$ cat src/rtl/core/rpdc_pkg.sv
package rpdc_pkg;

	localparam int unsigned TIME_W    = 16;
	localparam int unsigned DEMAND_W  = 17;
	localparam int unsigned FRAC_BITS = 16;
	localparam int unsigned DIV_CNT_W = $clog2(FRAC_BITS);

	localparam logic [TIME_W-1:0] LONGEST_RESET  = 16'd31500;
	localparam logic [TIME_W-1:0] SHORTEST_RESET = 16'd22500;
	localparam logic [TIME_W-1:0] THRESH_RESET   = 16'd9000;
	localparam logic [DEMAND_W-1:0] FULL_SCALE   = 17'h10000;

	typedef enum logic [1:0] {
		ST_IDLE,
		ST_PREP,
		ST_DIV,
		ST_DONE
	} state_t;

	// Commands from the controller to the datapath.
	typedef struct packed {
		logic load;
		logic update;
		logic div_step;
		logic out_load;
	} ctrl_cmd_t;

	// Status from the datapath to the controller.
	typedef struct packed {
		logic glitch;
		logic div_last;
		logic out_busy;
	} dp_status_t;

endpackage

$ cat src/rtl/core/rpdc_datapath.sv
module rpdc_datapath (
	input  logic                                    clk,
	input  logic                                    arst_n,
	input  rpdc_pkg::ctrl_cmd_t                     cmd,
	output rpdc_pkg::dp_status_t                    status,
	input  logic [rpdc_pkg::TIME_W-1:0]             rise_time,
	input  logic [rpdc_pkg::TIME_W-1:0]             fall_time,
	input  logic                                    cfg_valid,
	input  logic [rpdc_pkg::TIME_W-1:0]             cfg_data,
	output logic                                    out_valid,
	input  logic                                    out_ready,
	output logic [rpdc_pkg::DEMAND_W-1:0]           demand,
	output logic [rpdc_pkg::TIME_W-1:0]             longest_seen,
	output logic [rpdc_pkg::TIME_W-1:0]             shortest_seen
);
	import rpdc_pkg::*;

	logic [TIME_W-1:0]    thresh_q;
	logic [TIME_W-1:0]    width_q;
	logic [TIME_W-1:0]    longest_q;
	logic [TIME_W-1:0]    shortest_q;
	logic [TIME_W-1:0]    range_q;
	logic [TIME_W-1:0]    rem_q;
	logic [FRAC_BITS-1:0] quot_q;
	logic                 sat_q;
	logic [DIV_CNT_W-1:0] cnt_q;

	logic              grow_long;
	logic              grow_short;
	logic [TIME_W-1:0] new_long;
	logic [TIME_W-1:0] new_short;
	logic [TIME_W-1:0] new_range;
	logic [TIME_W-1:0] new_pulse;
	logic [TIME_W:0]   rem_sh;
	logic [TIME_W:0]   rem_diff;
	logic              q_bit;

	assign grow_long  = width_q > longest_q;
	assign grow_short = !grow_long && (width_q < shortest_q);
	assign new_long   = grow_long ? width_q : longest_q;
	assign new_short  = grow_short ? width_q : shortest_q;
	assign new_range  = new_long - new_short;
	assign new_pulse  = width_q - new_short;

	// One restoring division step; the remainder stays below the range.
	assign rem_sh   = {rem_q, 1'b0};
	assign rem_diff = rem_sh - {1'b0, range_q};
	assign q_bit    = !rem_diff[TIME_W];

	assign status.glitch   = width_q <= thresh_q;
	assign status.div_last = cnt_q == {DIV_CNT_W{1'b1}};
	assign status.out_busy = out_valid && !out_ready;

	always_ff @(posedge clk or negedge arst_n) begin
		if (!arst_n) begin
			thresh_q   <= THRESH_RESET;
			longest_q  <= LONGEST_RESET;
			shortest_q <= SHORTEST_RESET;
			cnt_q      <= '0;
			out_valid  <= 1'b0;
		end else begin
			if (cfg_valid) begin
				thresh_q <= cfg_data;
			end
			if (cmd.update) begin
				longest_q  <= new_long;
				shortest_q <= new_short;
				cnt_q      <= '0;
			end else if (cmd.div_step) begin
				cnt_q <= cnt_q + 1'b1;
			end
			if (cmd.out_load) begin
				out_valid <= 1'b1;
			end else if (out_ready) begin
				out_valid <= 1'b0;
			end
		end
	end

	always_ff @(posedge clk) begin
		if (cmd.load) begin
			width_q <= fall_time - rise_time;
		end
		if (cmd.update) begin
			range_q <= new_range;
			rem_q   <= new_pulse;
			sat_q   <= (new_range == '0) || (new_pulse >= new_range);
		end else if (cmd.div_step) begin
			rem_q  <= q_bit ? rem_diff[TIME_W-1:0] : rem_sh[TIME_W-1:0];
			quot_q <= {quot_q[FRAC_BITS-2:0], q_bit};
		end
		if (cmd.out_load) begin
			demand        <= sat_q ? FULL_SCALE : {1'b0, quot_q};
			longest_seen  <= longest_q;
			shortest_seen <= shortest_q;
		end
	end

endmodule

$ cat src/rtl/core/rpdc_controller.sv
module rpdc_controller (
	input  logic                 clk,
	input  logic                 arst_n,
	input  logic                 in_valid,
	output logic                 in_ready,
	input  rpdc_pkg::dp_status_t status,
	output rpdc_pkg::ctrl_cmd_t  cmd
);
	import rpdc_pkg::*;

	state_t state_q;
	state_t state_d;

	always_ff @(posedge clk or negedge arst_n) begin
		if (!arst_n) begin
			state_q <= ST_IDLE;
		end else begin
			state_q <= state_d;
		end
	end

	always_comb begin
		state_d  = state_q;
		in_ready = 1'b0;
		cmd      = '0;
		case (state_q)
			ST_IDLE: begin
				in_ready = 1'b1;
				if (in_valid) begin
					cmd.load = 1'b1;
					state_d  = ST_PREP;
				end
			end
			ST_PREP: begin
				if (status.glitch) begin
					state_d = ST_IDLE;
				end else begin
					cmd.update = 1'b1;
					state_d    = ST_DIV;
				end
			end
			ST_DIV: begin
				cmd.div_step = 1'b1;
				if (status.div_last) begin
					state_d = ST_DONE;
				end
			end
			ST_DONE: begin
				// Hold the finished result until the output register is free.
				if (!status.out_busy) begin
					cmd.out_load = 1'b1;
					state_d      = ST_IDLE;
				end
			end
			default: begin
				state_d = ST_IDLE;
			end
		endcase
	end

endmodule

$ cat src/rtl/core/rc_pulse_demand_calibrator.sv
// Channel   Direction  Beat contents
// s_*       in         tdata[15:0] rise_time, tdata[31:16] fall_time
// m_*       out        tdata[16:0] demand, [32:17] longest_seen, [48:33] shortest_seen
// cfg_*     in         cfg_data[15:0] glitch_threshold
//
// A pulse goes from input beat to output register through capture, a check and
// update of the extremes, the bit-serial divider and the load, which waits on a stalled output.
// A glitch pulse produces no output beat.
// Reset restores the threshold and both extremes; no clearing pass is needed.
// A stalled output beat holds in its register; a new input beat is still taken.
module rc_pulse_demand_calibrator (
	input  logic        clk,
	input  logic        arst_n,
	input  logic        s_tvalid,
	output logic        s_tready,
	input  logic [31:0] s_tdata,   // rise_time, fall_time
	output logic        m_tvalid,
	input  logic        m_tready,
	output logic [55:0] m_tdata,   // demand, longest_seen, shortest_seen, zero pad
	input  logic        cfg_valid,
	output logic        cfg_ready,
	input  logic [15:0] cfg_data   // glitch_threshold
);
	import rpdc_pkg::*;

	ctrl_cmd_t         cmd;
	dp_status_t        status;
	logic [DEMAND_W-1:0] demand;
	logic [TIME_W-1:0]   longest_seen;
	logic [TIME_W-1:0]   shortest_seen;

	assign cfg_ready = 1'b1;

	rpdc_controller u_ctrl (
		.clk      (clk),
		.arst_n   (arst_n),
		.in_valid (s_tvalid),
		.in_ready (s_tready),
		.status   (status),
		.cmd      (cmd)
	);

	rpdc_datapath u_dp (
		.clk           (clk),
		.arst_n        (arst_n),
		.cmd           (cmd),
		.status        (status),
		.rise_time     (s_tdata[15:0]),
		.fall_time     (s_tdata[31:16]),
		.cfg_valid     (cfg_valid),
		.cfg_data      (cfg_data),
		.out_valid     (m_tvalid),
		.out_ready     (m_tready),
		.demand        (demand),
		.longest_seen  (longest_seen),
		.shortest_seen (shortest_seen)
	);

	assign m_tdata = {7'd0, shortest_seen, longest_seen, demand};

endmodule
$ cat config.mk
export PLATFORM = sky130hd
export DESIGN_NAME = rc_pulse_demand_calibrator
export DESIGN_NICKNAME = d
export VERILOG_FILES = /design/src/rtl/core/rpdc_pkg.sv /design/src/rtl/core/rpdc_datapath.sv /design/src/rtl/core/rpdc_controller.sv /design/src/rtl/core/rc_pulse_demand_calibrator.sv
export SDC_FILE = /design/constraint.sdc
export NUM_CORES = 1
export LEC_CHECK = 0
export ABC_AREA = 0
export BUFFER_PORTS_ARGS = -buffer_cell sky130_fd_sc_hd__buf_2
export CAP_MARGIN = 0
export CORE_MARGIN = 5
export CORE_UTILIZATION = 59
export DETAILED_ROUTE_END_ITERATION = 8
export PLACE_DENSITY = 0.8
export RECOVER_POWER = 50
export SYNTH_ARGS = -nofsm -noshare
export SYNTH_HDL_FRONTEND = slang
export SYNTH_HIERARCHICAL = 1
export SYNTH_SLANG_ARGS = --single-unit
$ cat constraint.sdc
create_clock -name clk -period 9.4 [get_ports clk]
set_input_delay 0.94 -clock clk [delete_from_list [all_inputs] [get_ports clk]]
set_output_delay 0.94 -clock clk [all_outputs]
set_load 0.005 [all_outputs]
; After elaboration in Yosys (flattened, before gate mapping)
; Cells that the tools add are included.
[totals]
ff_bits = 169
input_bits = 53
output_inout_bits = 59
[classes]
add_sub_neg = 5
magnitude_cmp = 4
eq_ne = 7
muxes = 23
n_bitwise = 1
reduce_logical = 12
[op_table]
columns = cell, count
row1 = $mux W16, 5
row2 = $sub A16 B16 Y16, 3
row3 = $mux W17, 1
row4 = $sub A17 B16 Y17, 1
row5 = $ge A16 B16 Y1, 1
row6 = $gt A16 B16 Y1, 1
row7 = $le A16 B16 Y1, 1
row8 = $logic_not A16 Y1, 1
row9 = $lt A16 B16 Y1, 1
row10 = $mux W1, 10
row11 = $mux W2, 4
row12 = $mux W4, 2
row13 = $pmux W2 S4, 1
row14 = $ne A2 B2 Y1 const B, 3
row15 = $add A4 B1 Y4 const B, 1
row16 = $eq A2 B2 Y1 const B, 2
row17 = $eq A4 B4 Y1 const B, 1
row18 = $reduce_bool A2 Y1, 2
row19 = $logic_not A1 Y1, 3
row20 = $reduce_and A3 Y1, 1
row21 = $eq A2 B1 Y1 const B, 1
row22 = $logic_and A1 B1 Y1, 2
row23 = $logic_not A2 Y1, 1
row24 = $reduce_and A2 Y1, 1
row25 = 2 further kinds, 2

; Longest topological paths before layout
[logic_depth]
depth_word = 7
ltp_mapped = 29

; By module
; The synthesis kept the hierarchy.
[modules_own_cells]
columns = module, instances, cells_each, area_each_um2, seq_area_each_um2
row1 = rpdc_datapath, 1, 1027, 10526.3, 4777.1
row2 = rpdc_controller, 1, 12, 120.1, 50.0
row3 = rc_pulse_demand_calibrator, 1, 10, 67.6, 0.0

; Worst setup path before layout
; OpenSTA, ideal clock, no wires.
[synth_path]
path_type = register to register
from = register u_dp.longest_q[14]
to = register u_dp.sat_q, data pin
t_arrival_ps = 5603
required_time_ps = 9133
path_slack_ps = 3530
stages_incl_launch_ff = 29
n_path_buf = 2
period_less_slack_ps = 5870
path_cell_list = dfstp_2 inv_1 ha_1 nand4_1 nor4_1 nor3_1 o31a_1 nor2_1 and2_1 buf_2 buf_4 mux2i_1 ha_1 nor2b_1 o21ai_0 a2bb2oi_1 o211ai_1 nor2_1 xor2_1 ha_1 a21o_1 a21o_1 a21o_1 a21o_1 a21o_1 a21o_1 a21oi_1 o31a_1 o41ai_2
[synth_between]
elab_chain_cells = 7
[synth_rtl]
columns = item, line
row1 = start: declaration, rpdc_datapath.sv:20  ; logic [TIME_W-1:0] longest_q;
row2 = start signal: assignment, rpdc_datapath.sv:66  ; longest_q <= new_long;
row3 = $gt A16 B16 Y1, rpdc_datapath.sv:38  ; assign grow_long = width_q > longest_q;
row4 = $logic_not A1 Y1, rpdc_datapath.sv:39  ; assign grow_short = !grow_long && (width_q < shortest_q);
row5 = $logic_and A1 B1 Y1, rpdc_datapath.sv:39
row6 = $mux W16, rpdc_datapath.sv:41  ; assign new_short = grow_short ? width_q : shortest_q;
row7 = "$sub A16 B16 Y16, on equally long branches", "rpdc_datapath.sv:43, rpdc_datapath.sv:42"
row8 = $ge A16 B16 Y1 or $logic_not A16 Y1 (tied branches), rpdc_datapath.sv:87  ; sat_q <= (new_range == '0) || (new_pulse >= new_range);
row9 = $logic_or A1 B1 Y1 *, rpdc_datapath.sv:87
row10 = end signal: assignment, rpdc_datapath.sv:87
row11 = end: declaration, rpdc_datapath.sv:25  ; logic sat_q;
; Every way passes the cells marked *; elsewhere a longest branch is shown, timed or not.
; A chain may end at the register's enable or synchronous reset.

; Worst setup path after layout
; Same ends and word-level chain as after synthesis.

==> impl_table.tex <==
\begin{tabular}{lr}
\hline
Metric & Value \\
\hline
\multicolumn{2}{l}{\textbf{STA}} \\
Final Cycle Share & 0.748 \\
Worst hold slack & 443 ps \\
Shortest period the worst path allows & 7030 ps \\
Worst slew margin relative to its limit & -1.01 \\
Number of pins exceeding their max-slew limit in the final report & 107 \\
Clock skew & approximately 8 ps \\
Transition at the pin with the smallest max-transition slack & $\sim$3000 ps \\
Final WS setup & $\sim$2400 ps \\
Setup repair after global routing missed its margin & no \\
Top achievable clock speed & about 140 MHz \\
Final-layout setup total negative slack & 0 ps \\
Endpoints failing setup & 0 \\
Final-report hold violation count & 0 \\
\multicolumn{2}{l}{\textbf{Synth}} \\
Ranking of synthesized cells by area & sky130\_fd\_sc\_hd\_\_edfxtp\_1, sky130\_fd\_sc\_hd\_\_ha\_1, sky130\_fd\_sc\_hd\_\_dfrtp\_1 \\
Synthesis Warnings & 6 \\
Portion of synthesized cell area occupied by the leading cell type & 0.320 \\
Syn Inst Count & about 1000 \\
Proportion of register bits with asynchronous set or reset after synthesis & 0.325 \\
Most used standard cells in the synthesized netlist & sky130\_fd\_sc\_hd\_\_ha\_1, sky130\_fd\_sc\_hd\_\_edfxtp\_1, sky130\_fd\_sc\_hd\_\_inv\_1 \\
Syn Std Cell Area & approximately 0.011 mm\^{}2 \\
Top FF cell, synth & sky130\_fd\_sc\_hd\_\_edfxtp\_1 \\
Library cell with the largest summed area after synthesis & sky130\_fd\_sc\_hd\_\_edfxtp\_1 \\
Syn avg cell area & $\sim$10 um\^{}2 \\
Top-count cell post-synth & sky130\_fd\_sc\_hd\_\_ha\_1 \\
Proportion of synthesized chip area in sequential cells & 0.451 \\
Yosys cell types & between 60 and 70 \\
\#FFs+latches synth & 169 \\
Number of enable flip-flop cells after synthesis & roughly 110 \\
\multicolumn{2}{l}{\textbf{Floorplan}} \\
Num ports & around 110 \\
Y dimension of the die & 145 um \\
Core region area & between 0.015 and 0.02 mm\^{}2 \\
Placement Rows & between 40 and 50 \\
Die area & around 0.021 mm\^{}2 \\
Die Span X & around 140 um \\
Initial core utilization & 0.598 \\
\multicolumn{2}{l}{\textbf{Clock network}} \\
Clock latency on the worst-skew pair & 430 ps \\
Number of post-CTS setup repair buffers & 0 \\
Post-cts resize count & 0 \\
Maximum level of the CTS H-tree & 4 \\
Clock sinks & 169 \\
Post-CTS clock slew at the launch and capture registers of the worst setup and hold paths & 70 ps \\
TritonCTS buffer count & 17 \\
Hold bufs inserted after CTS & 0 \\
TritonCTS clock tree & done \\
Buffer type at the clock tree root & sky130\_fd\_sc\_hd\_\_clkbuf\_16 \\
Clock tree buffer depth & 2 \\
\multicolumn{2}{l}{\textbf{Placed design}} \\
Port buffer count & 103 \\
Placed cell count & 1365 \\
Detail Placement HPWL & between 15000 and 20000 um \\
Minimum setup slack after placement & between 2000 and 3000 ps \\
Routability congestion estimate & 0.924 \\
\multicolumn{2}{l}{\textbf{Setup path}} \\
Worst reg2reg startpoint & u\_dp/longest\_q[14] \\
Critical path endpoint category & flop \\
Type of the worst setup path & flop to flop \\
Startpoint types & flop \\
Register-to-register path setup slack & 2370 ps \\
Data arrival time of the worst path & around 7200 ps \\
Endpoint of the most critical register-to-register path & u\_dp/sat\_q \\
Required time of the critical path & roughly 9600 ps \\
Top fanout value on the critical path & 18 \\
Worst r2r path cells & 26 \\
\multicolumn{2}{l}{\textbf{Global route}} \\
Global-route wire length before repair & approximately 38000 um \\
Pin count of the biggest net entering global routing & 65 \\
GRT Residual Overflow & 0 \\
Number of antenna violations at the first check in global routing & 0 \\
Vias in the first global route & between 7000 and 8000 \\
Global-route usage over all layers & 0.227 \\
\multicolumn{2}{l}{\textbf{Hold path}} \\
Path type of the worst min-delay path & flop to flop \\
Critical hold path startpoint & u\_dp/quot\_q[1] \\
Hold-critical path endpoint & u\_dp/quot\_q[2] \\
Hold Crit Depth & 0 \\
\multicolumn{2}{l}{\textbf{Detailed routing}} \\
Routed length per instance & 16.5 um \\
Number of remaining DRC errors & 0 \\
Total via count in the routed design & 7989 \\
Final routed wirelength across all metal layers & $\sim$23000 um \\
DR iter-0 viols & $\sim$460 \\
Antenna-violating nets left & 0 \\
Detailed-router iteration count before antenna repair & 7 \\
Post-DR vias/cell & 5.72 \\
\multicolumn{2}{l}{\textbf{Status}} \\
Violations in the final reports & capacitance limit, slew limit \\
Status & finished, violations left \\
\multicolumn{2}{l}{\textbf{Layout}} \\
Number of fillers in the final layout & roughly 1400 \\
Multi-input gate area & 0.00536 mm\^{}2 \\
Non-filler instance count after layout & between 1000 and 1500 \\
Proportion of layout cells with a drive suffix above 1 & 0.153 \\
Antenna fix cells & 0 \\
Area delta synth->final & 12.4\% \\
FF/Latch Area & 0.00483 mm\^{}2 \\
Number of nets at the end of the flow & about 1300 \\
\multicolumn{2}{l}{\textbf{Run}} \\
Max-cap check violation count & 2 \\
\hline
\end{tabular}
critical path, stage by stage, from the launching register on:
cell	delay, ps
sky130_fd_sc_hd__dfstp_2	530
sky130_fd_sc_hd__inv_1	70
sky130_fd_sc_hd__ha_1	340
sky130_fd_sc_hd__nand4_1	180
sky130_fd_sc_hd__nor4_1	400
sky130_fd_sc_hd__nor3_1	90
sky130_fd_sc_hd__o31a_1	130
sky130_fd_sc_hd__nor2_1	290
sky130_fd_sc_hd__and2_1	820
sky130_fd_sc_hd__mux2i_1	590
sky130_fd_sc_hd__ha_1	330
sky130_fd_sc_hd__nor2b_1	120
sky130_fd_sc_hd__o21ai_0	270
sky130_fd_sc_hd__a2bb2oi_1	350
sky130_fd_sc_hd__o211ai_1	120
sky130_fd_sc_hd__nor2_1	120
sky130_fd_sc_hd__xor2_1	260
sky130_fd_sc_hd__ha_1	300
sky130_fd_sc_hd__a21o_1	170
sky130_fd_sc_hd__a21o_1	170
sky130_fd_sc_hd__a21o_1	170
sky130_fd_sc_hd__a21o_1	170
sky130_fd_sc_hd__a21o_1	170
sky130_fd_sc_hd__a21o_1	170
sky130_fd_sc_hd__a21oi_1	150
sky130_fd_sc_hd__o31a_1	180
sky130_fd_sc_hd__o41ai_2	70
flip-flops by register name (all words and copies together), names as in the netlist, named ones only:
name                count
u_dp/quot_q            16
u_dp/out_valid          1
u_dp/shortest_q        16
u_dp/shortest_seen     16
u_dp/rem_q             16
u_dp/thresh_q          16
u_dp/width_q           16
u_dp/range_q           16
u_dp/sat_q              1
u_dp/cnt_q              4
u_dp/demand            17
u_dp/longest_seen      16
u_dp/longest_q         16
u_ctrl/state_q          1
layer usage:
metal  wire [um]  vias to the layer above  track usage
met4         672                        0       0.0898
met3        1190                       48       0.0368
met1        9900                     3754        0.293
met5           0                        -            0
li1            -                     3928            -
met2       11300                      259        0.383
cell usage in the layout (no fill, tap or decap), types with 5 or more instances in the layout:
master / netlist / final
sky130_fd_sc_hd__a211oi_1: 6 / 6
sky130_fd_sc_hd__a21o_1: 18 / 18
sky130_fd_sc_hd__a21oi_1: 65 / 65
sky130_fd_sc_hd__a31oi_1: 5 / 5
sky130_fd_sc_hd__and3_1: 7 / 7
sky130_fd_sc_hd__buf_2: 2 / 101
sky130_fd_sc_hd__clkbuf_1: 16 / 5
sky130_fd_sc_hd__clkbuf_16: 0 / 17
sky130_fd_sc_hd__conb_1: 2 / 8
sky130_fd_sc_hd__dfrtp_1: 33 / 33
sky130_fd_sc_hd__dfstp_1: 0 / 9
sky130_fd_sc_hd__dfstp_2: 22 / 13
sky130_fd_sc_hd__edfxtp_1: 114 / 114
sky130_fd_sc_hd__ha_1: 123 / 123
sky130_fd_sc_hd__inv_1: 114 / 114
sky130_fd_sc_hd__inv_6: 0 / 5
sky130_fd_sc_hd__mux2_2: 12 / 12
sky130_fd_sc_hd__mux2i_1: 25 / 25
sky130_fd_sc_hd__nand2_1: 87 / 87
sky130_fd_sc_hd__nand2b_1: 7 / 7
sky130_fd_sc_hd__nand3_1: 13 / 13
sky130_fd_sc_hd__nand4_1: 16 / 16
sky130_fd_sc_hd__nor2_1: 70 / 69
sky130_fd_sc_hd__nor2b_1: 33 / 32
sky130_fd_sc_hd__nor3_1: 14 / 14
sky130_fd_sc_hd__o21a_1: 19 / 19
sky130_fd_sc_hd__o21ai_0: 85 / 85
sky130_fd_sc_hd__o21bai_1: 5 / 5
sky130_fd_sc_hd__o31a_1: 5 / 5
sky130_fd_sc_hd__or3_1: 9 / 9
sky130_fd_sc_hd__xnor2_1: 41 / 41
sky130_fd_sc_hd__xor2_1: 14 / 14
worst max path at each step:
stage / from / endpoint
2_1_floorplan: u_dp/longest_q[14] / u_dp/sat_q
3_3_place_gp: u_dp/longest_q[14] / u_dp/sat_q
3_5_place_dp: u_dp/longest_q[14] / u_dp/sat_q
4_1_cts: u_dp/longest_q[14] / u_dp/sat_q
5_1_grt: u_dp/longest_q[14] / u_dp/sat_q
6_report: u_dp/longest_q[14] / u_dp/sat_q
cell families (layout without fill, tap and decap cells):
kind of cell,Yosys count,count (layout),share of synthesized area
muxes,38,38,0.0374
xor gates and xnor gates,56,56,0.0465
adders and majority gates,127,127,0.151
and+or+nand+nor,273,273,0.121
other,2,8,0.000701
DFF,169,169,0.451
AOI/OAI and AO/OA,242,242,0.139
buffers and inverters,142,255,0.0531
stage by stage:
step / util / area [um^2]
after floorplan: - / 10700
after global placement: 0.640 / 11500
after detailed placement: 0.640 / 11500
after CTS: 0.674 / 12100
after global routing: 0.673 / 12000
final: 0.673 / 12000
area by class of cell:
cell class	instances	share of cell area
multi-input cells	744	0.445
inverters	114	0.0355
clock inverters	15	0.0146
clock buffers	17	0.0353
well taps	229	0.0238
flip-flops and latches	169	0.401
repair buffers	109	0.0454
Power is not shown: default switching activity piles up to over one toggle a cycle in this logic, so the estimate is an artifact.
